`src/rtl/hslrgb_pkg.sv`:
```
`timescale 1ns / 1ps

package hslrgb_pkg;

	// Field widths of the pixel beats.
	localparam int HUE_W = 13;
	localparam int SAT_W = 11;
	localparam int LIT_W = 11;
	localparam int CH_W  = 8;

	localparam int S_TDATA_W = 40;
	localparam int M_TDATA_W = 24;

	localparam int NUM_LANES  = 3;
	localparam int NUM_STAGES = 7;

	// Hue is in 1/16 degree, saturation and lightness in 1/16 percent.
	localparam logic [HUE_W-1:0] HUE_FULL   = 13'd5760;
	localparam logic [HUE_W-1:0] HUE_SECTOR = 13'd960;
	localparam logic [HUE_W-1:0] HUE_SEC2   = 13'd1920;
	localparam logic [HUE_W-1:0] HUE_SEC3   = 13'd2880;
	localparam logic [HUE_W-1:0] HUE_SEC4   = 13'd3840;
	localparam logic [HUE_W-1:0] HUE_SEC5   = 13'd4800;
	localparam logic [SAT_W-1:0] PCT_FULL   = 11'd1600;
	localparam logic [11:0]      PCT_DOUBLE = 12'd3200;

	// All channel values are kept exactly over 1600 * 1600 * 960.
	localparam logic [31:0] LIT_SCALE    = 32'd1536000;
	localparam logic [31:0] SECTOR_SCALE = 32'd960;
	localparam logic [31:0] HALF_SECTOR  = 32'd480;

	// 255 * n / 2457600000 rounded: add half the divisor, drop 2^18, then divide by 9375.
	localparam logic [39:0] CH_SCALE   = 40'd255;
	localparam logic [39:0] ROUND_HALF = 40'd1228800000;
	localparam int          PRE_SHIFT  = 18;
	localparam logic [21:0] CH_DIV     = 22'd9375;
	localparam logic [44:0] CH_RECIP   = 45'd7330077;
	localparam int          RECIP_SHIFT = 36;
	localparam logic [8:0]  CH_MAX     = 9'd255;

	typedef enum logic [2:0] {
		SEC_RED_YEL = 3'd0,
		SEC_YEL_GRN = 3'd1,
		SEC_GRN_CYN = 3'd2,
		SEC_CYN_BLU = 3'd3,
		SEC_BLU_MAG = 3'd4,
		SEC_MAG_RED = 3'd5
	} sector_t;

endpackage

```
`src/rtl/hsl_to_rgb_pixel_convert_unit.sv`:
```
`timescale 1ns / 1ps

// HSL to RGB pixel converter. One pixel beat enters on the s_ side with hue in
// 1/16 degree (reduced modulo 360 degrees), saturation and lightness in 1/16
// percent (saturated at 100 percent), and leaves on the m_ side as rounded 8-bit
// red, green and blue. The datapath is a seven-stage pipeline that takes one
// pixel every clock cycle while m_tready does not hold it back; the stage count
// is set by the chroma and hue multipliers and the constant-reciprocal division
// of each channel. Each stage holds its beat while the one after it is full and
// cannot move on, so back-pressure on m_tready stalls only as far back as the
// pipeline is occupied and empty stages keep filling.
module hsl_to_rgb_pixel_convert_unit (
	input  logic                              clk,
	input  logic                              arst_n,
	input  logic                              s_tvalid,
	output logic                              s_tready,
	// hue [12:0], saturation [23:13], lightness [34:24], zeros [39:35]
	input  logic [hslrgb_pkg::S_TDATA_W-1:0]  s_tdata,
	output logic                              m_tvalid,
	input  logic                              m_tready,
	// red [7:0], green [15:8], blue [23:16]
	output logic [hslrgb_pkg::M_TDATA_W-1:0]  m_tdata
);
	import hslrgb_pkg::*;

	logic [NUM_STAGES-1:0] stg_vld_q;
	logic [NUM_STAGES-1:0] adv;

	// Stage 1: input reduction.
	logic [HUE_W-1:0] hue_in;
	logic [SAT_W-1:0] sat_in;
	logic [LIT_W-1:0] lit_in;
	logic [HUE_W-1:0] hue_red;
	logic [SAT_W-1:0] sat_clip;
	logic [LIT_W-1:0] lit_clip;
	logic [11:0]      two_l;
	logic [11:0]      cl_full;

	logic [HUE_W-1:0] hue_s1;
	logic [SAT_W-1:0] sat_s1;
	logic [LIT_W-1:0] lit_s1;
	logic [10:0]      cl_s1;

	// Stage 2: chroma, hue triangle and sector.
	sector_t          sec_nx;
	logic [HUE_W-1:0] hue_base;
	logic [10:0]      hm;
	logic [10:0]      tri_full;

	logic [21:0]      cn_s2;
	logic [9:0]       tri_s2;
	sector_t          sec_s2;
	logic [31:0]      lt_s2;

	// Stage 3: scaled components.
	logic [31:0]      cx_s3;
	logic [31:0]      c2_s3;
	logic [31:0]      mh_s3;
	sector_t          sec_s3;

	// Stages 4 to 7: per-channel sum, scale, divide, correct.
	logic [31:0]      comp   [NUM_LANES];
	logic [31:0]      n2_s4  [NUM_LANES];
	logic [21:0]      u_s5   [NUM_LANES];
	logic [44:0]      prod6  [NUM_LANES];
	logic [8:0]       q0_s6  [NUM_LANES];
	logic [21:0]      u_s6   [NUM_LANES];
	logic [21:0]      rem7   [NUM_LANES];
	logic [8:0]       q7     [NUM_LANES];
	logic [CH_W-1:0]  ch_s7  [NUM_LANES];

	// A stage may load when it is empty or its beat moves on this cycle.
	always_comb begin
		adv[NUM_STAGES-1] = !stg_vld_q[NUM_STAGES-1] || m_tready;
		for (int k = NUM_STAGES - 2; k >= 0; k--) begin
			adv[k] = !stg_vld_q[k] || adv[k+1];
		end
	end

	assign s_tready = adv[0];
	assign m_tvalid = stg_vld_q[NUM_STAGES-1];
	assign m_tdata  = {ch_s7[2], ch_s7[1], ch_s7[0]};

	always_ff @(posedge clk or negedge arst_n) begin
		if (!arst_n) begin
			stg_vld_q <= '0;
		end else begin
			if (adv[0]) begin
				stg_vld_q[0] <= s_tvalid;
			end
			for (int k = 1; k < NUM_STAGES; k++) begin
				if (adv[k]) begin
					stg_vld_q[k] <= stg_vld_q[k-1];
				end
			end
		end
	end

	// Stage 1
	always_comb begin
		hue_in   = s_tdata[HUE_W-1:0];
		sat_in   = s_tdata[HUE_W +: SAT_W];
		lit_in   = s_tdata[HUE_W+SAT_W +: LIT_W];
		hue_red  = (hue_in >= HUE_FULL) ? hue_in - HUE_FULL : hue_in;
		sat_clip = (sat_in > PCT_FULL) ? PCT_FULL : sat_in;
		lit_clip = (lit_in > PCT_FULL) ? PCT_FULL : lit_in;
		two_l    = {lit_clip, 1'b0};
		// 1600 - |2L - 1600| folds into one subtract.
		cl_full  = (two_l >= {1'b0, PCT_FULL}) ? PCT_DOUBLE - two_l : two_l;
	end

	always_ff @(posedge clk) begin
		if (adv[0]) begin
			hue_s1 <= hue_red;
			sat_s1 <= sat_clip;
			lit_s1 <= lit_clip;
			cl_s1  <= cl_full[10:0];
		end
	end

	// Stage 2
	always_comb begin
		if (hue_s1 >= HUE_SEC5) begin
			sec_nx   = SEC_MAG_RED;
			hue_base = HUE_SEC4;
		end else if (hue_s1 >= HUE_SEC4) begin
			sec_nx   = SEC_BLU_MAG;
			hue_base = HUE_SEC4;
		end else if (hue_s1 >= HUE_SEC3) begin
			sec_nx   = SEC_CYN_BLU;
			hue_base = HUE_SEC2;
		end else if (hue_s1 >= HUE_SEC2) begin
			sec_nx   = SEC_GRN_CYN;
			hue_base = HUE_SEC2;
		end else if (hue_s1 >= HUE_SECTOR) begin
			sec_nx   = SEC_YEL_GRN;
			hue_base = '0;
		end else begin
			sec_nx   = SEC_RED_YEL;
			hue_base = '0;
		end
		hm       = 11'(hue_s1 - hue_base);
		tri_full = (hm >= HUE_SECTOR[10:0]) ? HUE_SEC2[10:0] - hm : hm;
	end

	always_ff @(posedge clk) begin
		if (adv[1]) begin
			cn_s2  <= 22'(cl_s1) * 22'(sat_s1);
			tri_s2 <= tri_full[9:0];
			sec_s2 <= sec_nx;
			lt_s2  <= 32'(lit_s1) * LIT_SCALE;
		end
	end

	// Stage 3: the offset never goes negative, since L * 1600 >= chroma / 2.
	always_ff @(posedge clk) begin
		if (adv[2]) begin
			cx_s3  <= 32'(cn_s2) * 32'(tri_s2);
			c2_s3  <= 32'(cn_s2) * SECTOR_SCALE;
			mh_s3  <= lt_s2 - 32'(cn_s2) * HALF_SECTOR;
			sec_s3 <= sec_s2;
		end
	end

	// Stage 4: component order by sector.
	always_comb begin
		case (sec_s3)
			SEC_RED_YEL: begin
				comp[0] = c2_s3;
				comp[1] = cx_s3;
				comp[2] = '0;
			end
			SEC_YEL_GRN: begin
				comp[0] = cx_s3;
				comp[1] = c2_s3;
				comp[2] = '0;
			end
			SEC_GRN_CYN: begin
				comp[0] = '0;
				comp[1] = c2_s3;
				comp[2] = cx_s3;
			end
			SEC_CYN_BLU: begin
				comp[0] = '0;
				comp[1] = cx_s3;
				comp[2] = c2_s3;
			end
			SEC_BLU_MAG: begin
				comp[0] = cx_s3;
				comp[1] = '0;
				comp[2] = c2_s3;
			end
			default: begin
				comp[0] = c2_s3;
				comp[1] = '0;
				comp[2] = cx_s3;
			end
		endcase
	end

	always_ff @(posedge clk) begin
		if (adv[3]) begin
			for (int i = 0; i < NUM_LANES; i++) begin
				n2_s4[i] <= comp[i] + mh_s3;
			end
		end
	end

	// Stage 5: scale by 255, add half the divisor and drop the power of two.
	always_ff @(posedge clk) begin
		if (adv[4]) begin
			for (int i = 0; i < NUM_LANES; i++) begin
				u_s5[i] <= 22'((40'(n2_s4[i]) * CH_SCALE + ROUND_HALF) >> PRE_SHIFT);
			end
		end
	end

	// Stage 6: reciprocal estimate, low by at most one.
	always_comb begin
		for (int i = 0; i < NUM_LANES; i++) begin
			prod6[i] = 45'(u_s5[i]) * CH_RECIP;
		end
	end

	always_ff @(posedge clk) begin
		if (adv[5]) begin
			for (int i = 0; i < NUM_LANES; i++) begin
				q0_s6[i] <= prod6[i][RECIP_SHIFT +: 9];
				u_s6[i]  <= u_s5[i];
			end
		end
	end

	// Stage 7: correct the estimate and clamp.
	always_comb begin
		for (int i = 0; i < NUM_LANES; i++) begin
			rem7[i] = u_s6[i] - 22'(q0_s6[i]) * CH_DIV;
			q7[i]   = (rem7[i] >= CH_DIV) ? q0_s6[i] + 9'd1 : q0_s6[i];
		end
	end

	always_ff @(posedge clk) begin
		if (adv[6]) begin
			for (int i = 0; i < NUM_LANES; i++) begin
				ch_s7[i] <= (q7[i] > CH_MAX) ? CH_MAX[CH_W-1:0] : q7[i][CH_W-1:0];
			end
		end
	end

endmodule
```
`config.mk`:
```
export PLATFORM = sky130hd
export DESIGN_NAME = hsl_to_rgb_pixel_convert_unit
export DESIGN_NICKNAME = d
export VERILOG_FILES = /design/src/rtl/hslrgb_pkg.sv /design/src/rtl/hsl_to_rgb_pixel_convert_unit.sv
export SDC_FILE = /design/constraint.sdc
export NUM_CORES = 2
export LEC_CHECK = 0
export ABC_AREA = 1
export BUFFER_PORTS_ARGS = -buffer_cell sky130_fd_sc_hd__buf_2
export CORE_ASPECT_RATIO = 1.1
export CORE_MARGIN = 4
export CORE_UTILIZATION = 45
export CTS_CLUSTER_DIAMETER = 80
export DETAILED_ROUTE_END_ITERATION = 6
export SETUP_SLACK_MARGIN = 0.05
export SLEW_MARGIN = 10
export SYNTH_ARGS = -nofsm -noshare
export SYNTH_HDL_FRONTEND = slang
export SYNTH_SLANG_ARGS = --single-unit
```
`constraint.sdc`:
```
create_clock -name clk -period 11.8 [get_ports clk]
set_input_delay 1.18 -clock clk [delete_from_list [all_inputs] [get_ports clk]]
set_output_delay 1.18 -clock clk [all_outputs]
set_load 0.02 [all_outputs]
```
Word level (Yosys, flattened, before mapping) --
Memory sizes are Yosys's and may differ from the RTL's. Cells that the tools add are included. W data, S select, Z words.
Word-level totals: register bits after elaboration 201, RAM bits 279, input port bits 44, output and inout port bits 26, word-level logic and storage cells 120, memories 5
Memory list:
- n2_s4 | words 3, width 32, read ports 3, clocked after memory_dff 0, wr ports 3, line hsl_to_rgb_pixel_convert_unit.sv:63 | logic [31:0] n2_s4 [NUM_LANES];
- u_s5 | words 3, width 22, read ports 3, clocked after memory_dff 0, wr ports 3, line hsl_to_rgb_pixel_convert_unit.sv:64 | logic [21:0] u_s5 [NUM_LANES];
- u_s6 | words 3, width 22, read ports 3, clocked after memory_dff 0, wr ports 3, line hsl_to_rgb_pixel_convert_unit.sv:67 | logic [21:0] u_s6 [NUM_LANES];
- q0_s6 | words 3, width 9, read ports 3, clocked after memory_dff 0, wr ports 3, line hsl_to_rgb_pixel_convert_unit.sv:66 | logic [8:0] q0_s6 [NUM_LANES];
- ch_s7 | words 3, width 8, read ports 3, clocked after memory_dff 0, wr ports 3, line hsl_to_rgb_pixel_convert_unit.sv:70 | logic [CH_W-1:0] ch_s7 [NUM_LANES];
Cells by class: add/subtract/negate cells 17, multipliers 14, $lt $le $gt $ge 16, equality and inequality tests 4, mux-type cells 27, reductions and logical operators 16
Operator list (number):
- $pmux W96 S5 | 1
- $mul A22 B23 Y45 const B | 3
- $add A40 B31 Y40 const B | 3
- $mul A32 B8 Y40 const B | 3
- $add A32 B32 Y32 | 3
- $ge A22 B14 Y1 const B | 3
- $mul A9 B14 Y22 const B | 3
- $mux W11 | 6
- $sub A22 B22 Y22 | 3
- $mul A22 B4 Y26 const B | 2
- $mul A22 B10 Y32 | 1
- $sub A32 B31 Y32 | 1
- $add A9 B1 Y9 const B | 3
- $gt A9 B8 Y1 const B | 3
- $mux W9 | 3
- $ge A13 B12 Y1 const B | 2
- $ge A13 B13 Y1 const B | 2
- $mux W8 | 3
- $gt A11 B11 Y1 const B | 2
- $mul A11 B11 Y22 | 1
- $mul A11 B9 Y20 const B | 1
- $ge A13 B10 Y1 const B | 1
- $ge A13 B11 Y1 const B | 1
- $mux W13 | 1
- 16 further kinds | 39

Depth between registers and ports, before layout --
word-level depth 8, gate-level depth with buffers 31, gate-level depth less buffers 30

Worst setup path after synthesis --
Ideal clock, no wire load.
path type input-to-output, from in m_tready, to out s_tready, data arrival time 10.277 ns, required time 10.620 ns, setup slack 0.343 ns, stages on the path 12, path buffers 0, path through nor2_1 -> inv_1 -> nor2_1 -> inv_1 -> nor2_1 -> inv_1 -> nor2_1 -> inv_1 -> nor2_1 -> inv_1 -> nor2_1 -> nand2_1
On the way: cells in the longest elaborated chain, start to end 7
RTL lines:
- start: declaration | line hsl_to_rgb_pixel_convert_unit.sv:20 | input logic m_tready,
- $logic_or A1 B1 Y1 | line hsl_to_rgb_pixel_convert_unit.sv:74 | adv[NUM_STAGES-1] = !stg_vld_q[NUM_STAGES-1] || m_tready;
- net adv[6] | line hsl_to_rgb_pixel_convert_unit.sv:27 | logic [NUM_STAGES-1:0] adv;
- $logic_or A1 B1 Y1 | line hsl_to_rgb_pixel_convert_unit.sv:76 | adv[k] = !stg_vld_q[k] || adv[k+1];
- net adv[5] | line hsl_to_rgb_pixel_convert_unit.sv:27
- $logic_or A1 B1 Y1 | line hsl_to_rgb_pixel_convert_unit.sv:76
- net adv[4] | line hsl_to_rgb_pixel_convert_unit.sv:27
- $logic_or A1 B1 Y1 | line hsl_to_rgb_pixel_convert_unit.sv:76
- net adv[3] | line hsl_to_rgb_pixel_convert_unit.sv:27
- $logic_or A1 B1 Y1 | line hsl_to_rgb_pixel_convert_unit.sv:76
- net adv[2] | line hsl_to_rgb_pixel_convert_unit.sv:27
- $logic_or A1 B1 Y1 (2 in a row) | line hsl_to_rgb_pixel_convert_unit.sv:76
- end: declaration | line hsl_to_rgb_pixel_convert_unit.sv:16 | output logic s_tready,
The timed path passes the listed nets, and every way through them passes these cells.

==> impl_metrics.csv <==
group,metric,value,unit
outcome,outcome,"finished with violations",
outcome,violations,"design-rule violations",
logic_synthesis,synth-edff-count,458,
clock_network,numClockSinks,465,
clock_network,htree_levels,3,
global_route,grt_overflow,0,
cells_and_area,syn2layout_area_growth,6.177,%
sta,final.setup.tns,0,ps
worst_setup_path,setup.worst_path.class,"flip-flop to flip-flop",
logic_synthesis,yosys_register_bits,465,
worst_setup_path,setup.worst_path.end_class,"flip-flop",
sta,max_freq,153.0,MHz
clock_network,cts_setup_buffers,0,
clock_network,cts_buffer_depth,3,
route,num_vias,67100,
sta,slew_viol_final,0,
floorplan,initial_core_util,0.4520,
global_route,grt.total_usage,0.2231,
logic_synthesis,syn_nets,13450,
logic_synthesis,yosys.area_share.simple,0.1178,
clock_network,cts.reportedPaths.clkPinSlew,60,ps
sta,relSlewSlack,0.3188,
worst_setup_path,slowest_stage,"edfxtp_1",
worst_setup_path,ff2ff_setup_slack,5260,ps
placement,gp_congestion,0.9529,
min_path,hp-class,"primary input to asynchronous set/reset pin",
clock_network,numCtsBuffers,66,
floorplan,die_w,442.2,um
clock_network,cts_tree,"done",
route,first_pass_iters,7,
floorplan,core_area,206500,um2
cells_and_area,final_cell_mix,"inv_1 (2872), nand2_1 (1567), fa_1 (1492), ha_1 (1410), a21oi_1 (542)",
worst_setup_path,startpoint_type,"flip-flop",
logic_synthesis,synthMuxAreaShare,0,
sta,hold_violations,0,
sta,setup_ws,5264,ps
global_route,grt_pass1_wl,384500,um
clock_network,cts_resized,0,
logic_synthesis,synth-xor-area-share,0.03433,
global_route,grt_pass1_vias,72940,
logic_synthesis,synth_fa_ha_area_frac,0.5090,
route,ant_nets,0,
logic_synthesis,synth_top_family_by_area,"adder cells",
worst_setup_path,arrival,6950,ps
clock_network,clockRootBuffer,"clkbuf_16",
placement,post-dp-hpwl,208400,um
logic_synthesis,synth_compound_area_frac,0.06999,
cells_and_area,final_common_cell,"inv_1",
route,wire_per_inst,17.57,um
worst_setup_path,path_max_fanout,8,
floorplan,num_rows,175,
sta,finalCritPeriodShare,0.5539,
global_route,antenna_found_initial,3,
logic_synthesis,yosysWarnings,0,
sta,tightest_slew,1019,ps
clock_network,clkLatencyLatePin,710,ps
sta,rsz0062_at_grt,"false",
placement,portBuffers,64,
sta,setup_violations,0,
worst_setup_path,required,12220,ps
placement,dp_slack,5245,ps
logic_synthesis,synth_cells,10510,
worst_setup_path,reg2reg_depth,21,
worst_setup_path,reg2reg_to,"q0_s6[0][2]",
route,drc,2,
route,drt-total-wl,234800,um
flow_run,drv_cap,0,
cells_and_area,nNetsFinal,13510,
logic_synthesis,syn_area,93340,um2
floorplan,fp.dieArea,214800,um2
sta,finClkSkew,48.24,ps
clock_network,hold_buffers,0,
route,vias_per_cell,5.022,
worst_setup_path,r2r-start,"u_s5[0][6]",
worst_setup_path,crit_chain,"fa_1, fa_1, inv_1, fa_1, inv_1, fa_1, inv_1, fa_1, inv_1, fa_1, inv_1, fa_1, inv_1, ha_1, nand2_1, nor2_1, inv_1, nor4_1, nand4_1, nand3_1, xor2_1",
logic_synthesis,synth-async-reset-ratio,0.01505,
logic_synthesis,ys.flop_type,"edfxtp_1",
global_route,grt_start_max_net_pins,74,
floorplan,die_height,485.7,um
cells_and_area,drive_above_1_share,0.02383,
logic_synthesis,yosysUniqueCellTypes,65,
logic_synthesis,seq_area_frac_synth,0.1492,
sta,min_period,6536,ps
route,first_iter_violations,3039,
floorplan,ioPinCount,70,
logic_synthesis,syn_avg_cell_area,8.883,um2
worst_setup_path,critPathMaxStageDelay,800,ps
cells_and_area,final_core_util,0.4800,
sequential cells by signal, indices dropped and copies added, names as in the netlist:
name,flops
n2_s4,93
u_s5,66
u_s6,66
cx_s3,31
q0_s6,27
c2_s3,25
mh_s3,25
ch_s7,24
cn_s2,21
lt_s2,20
hue_s1,13
lit_s1,11
sat_s1,11
tri_s2,10
cl_s1,9
stg_vld_q,7
sec_s2,3
sec_s3,3
worst max-delay path: cells and delay by family (launching register included):
kind	cells	cell delay, ps
buffers and inverters	7	400
and+or+nand+nor	5	950
DFF	1	800
xor gates and xnor gates	1	70
adders and majority gates	8	4070
worst max path at each step:
| stage | start | to | cells after the start |
|---|---|---|---|
| after detailed placement | u_s5[0][6] | q0_s6[0][2] | 21 |
| after CTS | u_s5[0][6] | q0_s6[0][2] | 21 |
| after global routing | u_s5[0][6] | q0_s6[0][2] | 21 |
| final | u_s5[0][6] | q0_s6[0][2] | 21 |
| after floorplan | m_tready | s_tready | 12 |
| after global placement | u_s5[0][6] | q0_s6[0][2] | 21 |
cell usage after synthesis, types with 15 or more instances:
cell / number / area, um2
xor2_1: 255 / 2233
a21o_1: 33 / 247.7
clkbuf_1: 79 / 296.5
o21ai_0: 304 / 1521
inv_1: 2877 / 10800
nand3b_1: 25 / 187.7
nand3_1: 255 / 1276
a21oi_1: 542 / 2713
fa_1: 1492 / 29870
o22ai_1: 47 / 294.0
nand4_1: 101 / 631.9
o31ai_1: 15 / 112.6
edfxtp_1: 458 / 13750
xnor2_1: 109 / 954.7
nor3_1: 69 / 345.3
o21bai_1: 34 / 255.2
a31oi_1: 56 / 350.3
nand2_1: 1568 / 5886
nand2_2: 15 / 93.84
nor4_1: 32 / 200.2
nor2_1: 535 / 2008
o21a_1: 47 / 352.8
ha_1: 1410 / 17640
kinds of logic (layout without fill, tap and decap cells):
logic type      count (synthesis)  in the layout
buf+inv                      2974           3084
fa+ha+maj                    2902           2902
simple gates                 2641           2641
compound gates               1160           1160
flops                         465            465
xor+xnor                      365            365
other cells                     0              2
area by class of cell:
cell class | instances | area, um2
Timing Repair Buffer | 77 | 417.9
Clock inverter | 42 | 475.5
Clock buffer | 79 | 1762
Multi-Input combinational cell | 7068 | 68240
Inverter | 2886 | 10840
Fill cell | 19810 | 107400
Sequential cell | 465 | 13930
Antenna cell | 2 | 5.005
Tap cell | 2743 | 3432
layer usage:
metal / track usage / vias to the layer above / wire length (um)
met1: 0.2755 / 32900 / 98670
met4: 0.08000 / 0 / 9689
met5: 0 / - / 0
met2: 0.4059 / 1156 / 119500
li1: - / 32650 / -
met3: 0.02073 / 396 / 6891
metrics by stage:
stage | area [um2] | hold slack (ps) | std cells
global placement | 96860 | 406.2 | 13240
detailed placement | 96860 | 418.6 | 13240
global route | 99100 | 374.8 | 13360
CTS | 99100 | 355.7 | 13360
floorplan | 93340 | 400.3 | 10510
finish | 99100 | 426.6 | 13360
Power is not shown: default switching activity piles up to over one toggle a cycle in this logic, so the estimate is an artifact.
